--- config.mk ---
export PLATFORM = sky130hd
export DESIGN_NAME = packed_calendar_add_seconds_core
export DESIGN_NICKNAME = d
export VERILOG_FILES = /design/src/rtl/pcas_pkg.sv /design/src/rtl/pcas_decode.sv /design/src/rtl/pcas_split.sv /design/src/rtl/pcas_civil.sv /design/src/rtl/packed_calendar_add_seconds_core.sv
export SDC_FILE = /design/constraint.sdc
export NUM_CORES = 2
export LEC_CHECK = 0
export BUFFER_PORTS_ARGS = -buffer_cell sky130_fd_sc_hd__buf_2
export CAP_MARGIN = 20
export CORE_MARGIN = 5
export CORE_UTILIZATION = 60
export DETAILED_ROUTE_END_ITERATION = 12
export GPL_ROUTABILITY_DRIVEN = 0
export PLACE_DENSITY = 0.77
export SLEW_MARGIN = 0
export SYNTH_ARGS = -nofsm -noshare
export SYNTH_HDL_FRONTEND = slang
export SYNTH_SLANG_ARGS = --single-unit
--- constraint.sdc ---
create_clock -name clk -period 20.8 [get_ports clk]
set_input_delay 4.16 -clock clk [delete_from_list [all_inputs] [get_ports clk]]
set_output_delay 4.16 -clock clk [all_outputs]
set_load 0.02 [all_outputs]
--- src/rtl/pcas_pkg.sv ---
`timescale 1ns / 1ps
// ----------------------------------------------------------------------------
// pcas_pkg
// Shared constants, types and small lookup functions for the packed calendar
// add-seconds pipeline.
// ----------------------------------------------------------------------------
package pcas_pkg;

  // Field codes meaning "unset"
  localparam logic [4:0] YEAR_UNSET = 5'd31;
  localparam logic [3:0] MON_UNSET  = 4'd15;
  localparam logic [5:0] MDAY_UNSET = 6'd63;
  localparam logic [4:0] HOUR_UNSET = 5'd31;
  localparam logic [5:0] MIN_UNSET  = 6'd63;

  // Days from 1970-01-01 to 2000-01-01
  localparam logic [14:0] DAYS_2000   = 15'd10957;
  localparam logic [16:0] SECS_PER_DAY = 17'd86400;

  // floor(t / 86400) = floor(floor(t / 128) / 675); the bias keeps the
  // reciprocal operand positive (675 * 2^15)
  localparam logic [26:0] N_BIAS     = 27'd22118400;
  localparam logic [26:0] RECIP_675  = 27'd101806633;  // ceil(2^36 / 675)
  localparam logic [9:0]  DIV_675    = 10'd675;
  // quotient bias 2^15 less the offset of 1900-03-01 (-25508 days)
  localparam logic [16:0] DAY_BIAS   = 17'd7260;

  localparam logic [17:0] RECIP_1461 = 18'd183735;     // ceil(2^28 / 1461)
  localparam logic [10:0] DAYS_4YR   = 11'd1461;
  localparam logic [17:0] RECIP_7    = 18'd149797;     // ceil(2^20 / 7)
  localparam logic [15:0] RECIP_15   = 16'd34953;      // ceil(2^19 / 15)
  localparam logic [9:0]  RECIP_15S  = 10'd547;        // ceil(2^13 / 15)

  typedef struct packed {
    logic [14:0] days;   // days since 1970-01-01 of the base
    logic [16:0] hms;    // seconds into that day (may exceed one day)
    logic [32:0] delta;  // signed delta, already negated for subtract
    logic [1:0]  flags;
  } base_t;

  typedef struct packed {
    logic [16:0] nd;     // days since 1900-03-01
    logic [16:0] sod;    // second of day
    logic [1:0]  flags;
  } split_t;

  // Days before month m (0 = January) in a common year
  function automatic logic [8:0] jan_cum(input logic [3:0] m);
    logic [8:0] r;
    case (m)
      4'd0:    r = 9'd0;
      4'd1:    r = 9'd31;
      4'd2:    r = 9'd59;
      4'd3:    r = 9'd90;
      4'd4:    r = 9'd120;
      4'd5:    r = 9'd151;
      4'd6:    r = 9'd181;
      4'd7:    r = 9'd212;
      4'd8:    r = 9'd243;
      4'd9:    r = 9'd273;
      4'd10:   r = 9'd304;
      4'd11:   r = 9'd334;
      default: r = 9'd0;
    endcase
    return r;
  endfunction

  // Day-of-year where month mp starts, year counted from March 1
  function automatic logic [8:0] mar_start(input logic [3:0] mp);
    logic [8:0] r;
    case (mp)
      4'd0:    r = 9'd0;
      4'd1:    r = 9'd31;
      4'd2:    r = 9'd61;
      4'd3:    r = 9'd92;
      4'd4:    r = 9'd122;
      4'd5:    r = 9'd153;
      4'd6:    r = 9'd184;
      4'd7:    r = 9'd214;
      4'd8:    r = 9'd245;
      4'd9:    r = 9'd275;
      4'd10:   r = 9'd306;
      4'd11:   r = 9'd337;
      default: r = 9'd0;
    endcase
    return r;
  endfunction

endpackage

--- src/rtl/pcas_decode.sv ---
`timescale 1ns / 1ps
// ----------------------------------------------------------------------------
// pcas_decode
// Input register, field unpacking and base day / second-of-day computation.
// ----------------------------------------------------------------------------
module pcas_decode
  import pcas_pkg::*;
(
  input  logic        clk,
  input  logic        rst,
  input  logic        in_valid,
  input  logic        op,
  input  logic [31:0] packed_time,
  input  logic [31:0] seconds_delta,
  output logic        out_valid,
  output base_t       base
);

  logic        v0;
  logic        op0;
  logic [31:0] w0;
  logic [31:0] sd0;

  logic        v1;
  base_t       base1;

  logic [4:0]  yr_f;
  logic [3:0]  mon_f;
  logic [5:0]  mday_f;
  logic [4:0]  hr_f;
  logic [5:0]  mn_f;
  logic        unset;
  logic        carry;
  logic [5:0]  yy;
  logic [3:0]  mi;
  logic        leap;
  logic [14:0] jan1;
  logic [14:0] days;
  logic [4:0]  h;
  logic [5:0]  mn;
  logic [16:0] hms;
  logic [32:0] dext;
  logic [32:0] deff;
  base_t       base_next;

  always_ff @(posedge clk) begin
    if (rst) begin
      v0 <= 1'b0;
    end else begin
      v0 <= in_valid;
    end
    if (in_valid) begin
      op0 <= op;
      w0  <= packed_time;
      sd0 <= seconds_delta;
    end
  end

  always_comb begin
    yr_f   = w0[28:24];
    mon_f  = w0[23:20];
    mday_f = w0[19:14];
    hr_f   = w0[10:6];
    mn_f   = w0[5:0];
    unset  = (yr_f == YEAR_UNSET) || (mon_f == MON_UNSET) || (mday_f == MDAY_UNSET);

    // month 12..14 rolls into the next year
    carry = (mon_f >= 4'd12);
    yy    = {1'b0, yr_f} + 6'(carry);
    mi    = carry ? (mon_f - 4'd12) : mon_f;
    leap  = (yy[1:0] == 2'b00);   // 2000..2031: every fourth year
    jan1  = DAYS_2000 + 15'(yy) * 15'(365) + 15'((yy + 6'd3) >> 2);
    days  = jan1 + 15'(jan_cum(mi)) + 15'(leap && (mi >= 4'd2)) + 15'(mday_f);

    h   = (hr_f != HOUR_UNSET) ? hr_f : 5'd0;
    mn  = ((hr_f != HOUR_UNSET) && (mn_f != MIN_UNSET)) ? mn_f : 6'd0;
    hms = 17'(h) * 17'(3600) + 17'(mn) * 17'(60);

    dext = {sd0[31], sd0};
    deff = op0 ? (33'd0 - dext) : dext;

    base_next.days  = unset ? 15'd0 : days;
    base_next.hms   = unset ? 17'd0 : hms;
    base_next.delta = deff;
    base_next.flags = w0[30:29];
  end

  always_ff @(posedge clk) begin
    if (rst) begin
      v1 <= 1'b0;
    end else begin
      v1 <= v0;
    end
    if (v0) begin
      base1 <= base_next;
    end
  end

  assign out_valid = v1;
  assign base      = base1;

endmodule

--- src/rtl/pcas_split.sv ---
`timescale 1ns / 1ps
// ----------------------------------------------------------------------------
// pcas_split
// Forms the shifted timestamp and splits it into a day number and a second
// of day by reciprocal multiplication (three stages).
// ----------------------------------------------------------------------------
module pcas_split
  import pcas_pkg::*;
(
  input  logic   clk,
  input  logic   rst,
  input  logic   in_valid,
  input  base_t  base,
  output logic   out_valid,
  output split_t split
);

  logic        v2;
  logic [33:0] t2;
  logic [1:0]  f2;

  logic        v3;
  logic [25:0] n3;
  logic [52:0] prod3;
  logic [6:0]  r1_3;
  logic [1:0]  f3;

  logic        v4;
  split_t      s4;

  logic [26:0] n27;
  logic [16:0] q;
  logic [25:0] rem;
  split_t      s4_next;

  // stage 2: t = days * 86400 + hms + delta, 34-bit two's complement
  always_ff @(posedge clk) begin
    if (rst) begin
      v2 <= 1'b0;
    end else begin
      v2 <= in_valid;
    end
    if (in_valid) begin
      t2 <= 34'(base.days) * 34'(SECS_PER_DAY) + 34'(base.hms)
          + {base.delta[32], base.delta};
      f2 <= base.flags;
    end
  end

  // stage 3: floor(t / 128) biased positive, times reciprocal of 675
  assign n27 = t2[33:7] + N_BIAS;

  always_ff @(posedge clk) begin
    if (rst) begin
      v3 <= 1'b0;
    end else begin
      v3 <= v2;
    end
    if (v2) begin
      n3    <= n27[25:0];
      prod3 <= 53'(n27[25:0]) * 53'(RECIP_675);
      r1_3  <= t2[6:0];
      f3    <= f2;
    end
  end

  // stage 4: quotient and remainder; second of day = rem * 128 + low bits
  always_comb begin
    q             = prod3[52:36];
    rem           = n3 - 26'(q) * 26'(DIV_675);
    s4_next.nd    = q - DAY_BIAS;
    s4_next.sod   = {rem[9:0], r1_3};
    s4_next.flags = f3;
  end

  always_ff @(posedge clk) begin
    if (rst) begin
      v4 <= 1'b0;
    end else begin
      v4 <= v3;
    end
    if (v3) begin
      s4 <= s4_next;
    end
  end

  assign out_valid = v4;
  assign split     = s4;

endmodule

--- src/rtl/pcas_civil.sv ---
`timescale 1ns / 1ps
// ----------------------------------------------------------------------------
// pcas_civil
// Day number to year / month / day / weekday and second of day to hour /
// minute, then repacking into the result register (four stages).
// ----------------------------------------------------------------------------
module pcas_civil
  import pcas_pkg::*;
(
  input  logic        clk,
  input  logic        rst,
  input  logic        in_valid,
  input  split_t      split,
  output logic        done,
  output logic [31:0] packed_result
);

  // stage 5
  logic        v5;
  logic [16:0] nd5;
  logic [16:0] xw5;
  logic [34:0] pc5;
  logic [34:0] pw5;
  logic [30:0] pm5;
  logic [1:0]  f5;
  logic [16:0] xw;

  // stage 6
  logic        v6;
  logic [5:0]  cyc6;
  logic [10:0] c6;
  logic [2:0]  wday6;
  logic [10:0] mins6;
  logic [1:0]  f6;
  logic [5:0]  cyc;
  logic [16:0] c_full;
  logic [14:0] qw;
  logic [16:0] w_full;

  // stage 7
  logic        v7;
  logic [5:0]  cyc7;
  logic [1:0]  yoe7;
  logic [8:0]  doy7;
  logic [2:0]  wday7;
  logic [10:0] mins7;
  logic [18:0] hp7;
  logic [1:0]  f7;
  logic [1:0]  yoe;
  logic [10:0] doy_full;

  // stage 8
  logic        v8;
  logic [31:0] res8;
  logic [3:0]  mp;
  logic [5:0]  dm1;
  logic [3:0]  mon;
  logic [7:0]  year_off;
  logic [7:0]  yr_rel;
  logic [4:0]  hour;
  logic [10:0] min_full;
  logic [31:0] res_next;

  assign xw = split.nd + 17'd4;  // weekday of day n is (n + 4) mod 7

  always_ff @(posedge clk) begin
    if (rst) begin
      v5 <= 1'b0;
    end else begin
      v5 <= in_valid;
    end
    if (in_valid) begin
      nd5 <= split.nd;
      xw5 <= xw;
      pc5 <= 35'(split.nd) * 35'(RECIP_1461);
      pw5 <= 35'(xw) * 35'(RECIP_7);
      pm5 <= 31'(split.sod[16:2]) * 31'(RECIP_15);
      f5  <= split.flags;
    end
  end

  always_comb begin
    cyc    = pc5[33:28];
    c_full = nd5 - 17'(cyc) * 17'(DAYS_4YR);
    qw     = pw5[34:20];
    w_full = xw5 - 17'(qw) * 17'(7);
  end

  always_ff @(posedge clk) begin
    if (rst) begin
      v6 <= 1'b0;
    end else begin
      v6 <= v5;
    end
    if (v5) begin
      cyc6  <= cyc;
      c6    <= c_full[10:0];
      wday6 <= w_full[2:0];
      mins6 <= pm5[29:19];
      f6    <= f5;
    end
  end

  // year within the four-year cycle; the leap day (offset 1460) stays in year 3
  always_comb begin
    if (c6 >= 11'd1095) begin
      yoe = 2'd3;
    end else if (c6 >= 11'd730) begin
      yoe = 2'd2;
    end else if (c6 >= 11'd365) begin
      yoe = 2'd1;
    end else begin
      yoe = 2'd0;
    end
    doy_full = c6 - 11'(yoe) * 11'(365);
  end

  always_ff @(posedge clk) begin
    if (rst) begin
      v7 <= 1'b0;
    end else begin
      v7 <= v6;
    end
    if (v6) begin
      cyc7  <= cyc6;
      yoe7  <= yoe;
      doy7  <= doy_full[8:0];
      wday7 <= wday6;
      mins7 <= mins6;
      hp7   <= 19'(mins6[10:2]) * 19'(RECIP_15S);
      f7    <= f6;
    end
  end

  always_comb begin
    mp = 4'd0;
    for (int i = 1; i < 12; i++) begin
      if (doy7 >= mar_start(4'(i))) begin
        mp = mp + 4'd1;
      end
    end
    dm1      = 6'(doy7 - mar_start(mp));
    mon      = (mp >= 4'd10) ? (mp - 4'd10) : (mp + 4'd2);
    // years since 1900; January and February belong to the next year
    year_off = 8'(cyc7) * 8'd4 + 8'(yoe7) + 8'(mp >= 4'd10);
    yr_rel   = year_off - 8'd100;
    hour     = hp7[17:13];
    min_full = mins7 - 11'(hour) * 11'(60);
    res_next = {1'b0, f7, yr_rel[4:0], mon, dm1, wday7, hour, min_full[5:0]};
  end

  always_ff @(posedge clk) begin
    if (rst) begin
      v8 <= 1'b0;
    end else begin
      v8 <= v7;
    end
    if (v7) begin
      res8 <= res_next;
    end
  end

  assign done          = v8;
  assign packed_result = res8;

  a_bit31_zero: assert property (@(posedge clk) disable iff (rst)
    done |-> (packed_result[31] == 1'b0))
    else $error("result bit 31 set");

  a_month_day: assert property (@(posedge clk) disable iff (rst)
    done |-> ((packed_result[23:20] < 4'd12) && (packed_result[19:14] < 6'd31)))
    else $error("month or day out of range");

  a_wday_range: assert property (@(posedge clk) disable iff (rst)
    done |-> (packed_result[13:11] < 3'd7))
    else $error("weekday out of range");

  a_time_range: assert property (@(posedge clk) disable iff (rst)
    done |-> ((packed_result[10:6] < 5'd24) && (packed_result[5:0] < 6'd60)))
    else $error("hour or minute out of range");

endmodule

--- src/rtl/packed_calendar_add_seconds_core.sv ---
`timescale 1ns / 1ps
// ----------------------------------------------------------------------------
// packed_calendar_add_seconds_core
// Adds or subtracts a signed seconds delta to a packed calendar word and
// returns the normalized, repacked word.
// ----------------------------------------------------------------------------
// done pulses once an accepted item has passed through the decode, split and civil stages.
// Throughput: one item per cycle; fixed 9-register pipeline, no back-pressure.
// busy is low except during reset; results are not held for the receiver.
// Reset (rst, synchronous) clears all pipeline valid bits; items in flight
// are dropped.
module packed_calendar_add_seconds_core
  import pcas_pkg::*;
(
  input  logic        clk,
  input  logic        rst,
  input  logic        start,
  output logic        busy,
  input  logic        op,
  input  logic [31:0] packed_time,
  input  logic [31:0] seconds_delta,
  output logic        done,
  output logic [31:0] packed_result
);

  logic   accept;
  logic   dec_valid;
  base_t  dec_base;
  logic   spl_valid;
  split_t spl_data;

  assign busy   = rst;
  assign accept = start && !busy;

  pcas_decode u_decode (
    .clk           (clk),
    .rst           (rst),
    .in_valid      (accept),
    .op            (op),
    .packed_time   (packed_time),
    .seconds_delta (seconds_delta),
    .out_valid     (dec_valid),
    .base          (dec_base)
  );

  pcas_split u_split (
    .clk       (clk),
    .rst       (rst),
    .in_valid  (dec_valid),
    .base      (dec_base),
    .out_valid (spl_valid),
    .split     (spl_data)
  );

  pcas_civil u_civil (
    .clk           (clk),
    .rst           (rst),
    .in_valid      (spl_valid),
    .split         (spl_data),
    .done          (done),
    .packed_result (packed_result)
  );

endmodule
==> flow_metrics.py <==
metrics = {
    "routing": {
        "drtIter0Drc": 1100,
        "routed_wl_um": 83400,
        "antenna_left": 0,
        "via_per_inst": 5.36,
        "drc_errors": 0,
        "dr.pass1.iters": 5,
        "dr_total_vias": 27736,
        "routedWlPerCell_um": 16.1,
    },
    "place": {
        "place_ws_ns": 11.03,
        "dpl.hpwl_um": 70000,
        "portBuffers": 96,
    },
    "synthesis": {
        "synthArstFlopShare_pct": 0,
        "syn_area_mm2": 0.0442,
        "synthCells": 4052,
        "ys_seq_area_share_pct": 24.2,
        "synth_ff_type": "edfxtp_1",
        "yosysUniqueCellTypes": 74,
        "synth_edf_count": 350,
        "synth_seq_cells": 359,
        "yosysWarnings": 0,
        "syn-num-nets": 5555,
        "syn_area_per_cell_um2": 10.9,
    },
    "job": {
        "cap_violations": 0,
    },
    "setup_path": {
        "critPathLaunchType": "flip-flop",
        "end_kind": "flip-flop",
        "cp_max_fo": 14,
        "crit_top_cell": "ha_1",
        "cp.arrival_ns": 10.21,
        "crit_slowest_cell": "xnor2_1",
        "crit_type": "flip-flop to flip-flop",
        "cp_top_family": "compound AO/OA/AOI/OAI gates",
        "path_buf_inv": 4,
        "crit_path_max_incr_delay_ns": 0.86,
        "cp.required_ns": 21.14,
    },
    "global_routing": {
        "grt_max_degree": 65,
        "grt_first_pass_wirelength_um": 142000,
        "grt_pass1_vias": 29809,
        "grt_use_total_pct": 21.9,
        "antenna_found_initial": 0,
        "grt-ovfl-total": 0,
    },
    "cts": {
        "hold_buffers": 0,
        "cts-htree-levels": 2,
        "cts_root_buf": "clkbuf_16",
        "ctsResizeCount": 0,
        "cts_made_buffers": 42,
        "clock_path_buffers": 3,
        "cts_tree": "yes",
        "clk_latency_ns": 0.59,
        "cts.sinks": 359,
        "clk_pin_slew_ns": 0.06,
        "cts_setup_buffers": 0,
    },
    "floorplan": {
        "core_area_mm2": 0.0730,
        "initial_core_util_pct": 60.5,
        "rows": 99,
        "ios": 102,
        "dieWidth_um": 281,
        "dieHeight_um": 281,
        "dieArea_mm2": 0.0791,
    },
    "timing": {
        "timing.hold.ws_ns": 0.409,
        "drv_slew": 0,
        "setup_ws_ns": 10.93,
        "final-setup-viol-count": 0,
        "rsz0062_at_grt": "false",
        "fin_crit_ns": 9.87,
        "setup-tns-final_ns": 0,
        "fmax_ghz": 0.101,
        "slew_headroom_pct": 26.9,
        "hold_violations": 0,
        "fin_worst_skew_ns": 0.0256,
        "worstMarginPinSlew_ns": 1.09,
        "period_share_pct": 47.4,
    },
    "run_status": {
        "status": "completed",
    },
    "hold_path": {
        "hold_path.class": "flip-flop to flip-flop",
    },
    "cells_and_area": {
        "finalNetCount": 5688,
        "num_antenna_cells": 0,
        "area_growth_pct": 7.00,
        "drive_gt1_share_pct": 5.17,
        "post-route-util_pct": 64.8,
    },
}
## registers in the layout (all words and copies together), names as in the netlist, 20 cells and up
register	flops
u_civil.packed_result	31
u_decode.w0	28
u_decode.base	63
u_split.t2	31
u_split.split	34
u_split.prod3	20
u_decode.sd0	32
## worst paths after layout
path / startpoint / to / cells past startpoint / slack, ns
setup / recovery: u_civil.doy7[4] / u_civil.packed_result[19] / 45 / 10.93
hold reg to reg: u_civil.cyc6[0] / u_civil.cyc7[0] / 0 / 0.41
hold / removal: u_civil.cyc6[0] / u_civil.cyc7[0] / 0 / 0.41
setup reg to reg: u_civil.doy7[4] / u_civil.packed_result[19] / 45 / 10.93
## synthesized netlist by cell type, drive strengths merged (12+ instances only)
cell | n | area (um^2)
inv | 1011 | 3790
ha | 939 | 11700
fa | 496 | 9930
edfxtp | 350 | 10500
xnor2 | 215 | 1880
a21oi | 129 | 646
nor2 | 116 | 435
o21ai | 111 | 559
nand2 | 99 | 372
xor2 | 74 | 648
a21o | 48 | 360
nand3 | 45 | 225
nor3 | 41 | 205
nor2b | 40 | 250
o21a | 30 | 225
nand2b | 26 | 163
nand4 | 24 | 150
o21bai | 24 | 180
clkbuf | 20 | 75.1
o31ai | 15 | 113
a31oi | 14 | 87.6
and2 | 14 | 87.6
and3 | 12 | 75.1
o211ai | 12 | 90.1
## cells in the final DEF (no fill, tap or decap), drive strengths merged, types with 41 or more instances in the layout
cell	instances
inv	1016
ha	939
fa	496
edfxtp	350
xnor2	215
a21oi	129
nor2	116
buf	115
o21ai	111
nand2	99
xor2	74
clkbuf	51
a21o	48
nand3	45
nor3	41
## logic make-up after synthesis
kind of cell	Yosys count	share of synthesized area (%)
fa+ha+maj	1435	49.1
buf+inv	1038	8.84
compound gates	459	6.58
simple gates	459	5.21
flops	359	24.2
xor+xnor	291	5.83
mux	10	0.238
other cells	1	0.00849
## cell type report
cell class                 count  area (um^2)
timing repair buffer         115          623
sequential                   359        10700
clock inverter                27          236
clock buffer                  51         1110
inverter                    1012         3800
tap                          959         1200
fill                        5596        25700
multi-input combinational   2655        29600
## metrics by stage
| stage | area, um^2 | cells |
|---|---|---|
| 4_1_cts | 47300 | 5178 |
| 2_1_floorplan | 44200 | 4052 |
| 5_1_grt | 47300 | 5178 |
| 3_5_place_dp | 45900 | 5100 |
| 3_3_place_gp | 45900 | 5100 |
| 6_report | 47300 | 5178 |
## layer usage
| layer | global-route usage (%) | vias to the layer above | share of wire [%] |
|---|---|---|---|
| li1 | - | 13553 | - |
| met5 | 0 | - | 0 |
| met1 | 27.6 | 13551 | 42 |
| met3 | 2.54 | 147 | 3.6 |
| met2 | 40.3 | 485 | 52 |
| met4 | 5.68 | 0 | 2.8 |
## worst reg2reg max path: cells and delay by family, from the launching register on
kind | cells | cell delay, ns
multiplexers | 1 | 0.31
adder cells (fa/ha/maj) | 9 | 2.76
flip-flops | 1 | 0.63
AO/OA/AOI/OAI | 17 | 3.21
XOR/XNOR | 4 | 1.29
buffers and inverters | 4 | 0.25
AND/OR/NAND/NOR | 10 | 1.15
Power is left out: the tool's default activity adds up to more than one toggle a clock period on the data nets, which glitch-free logic cannot reach.
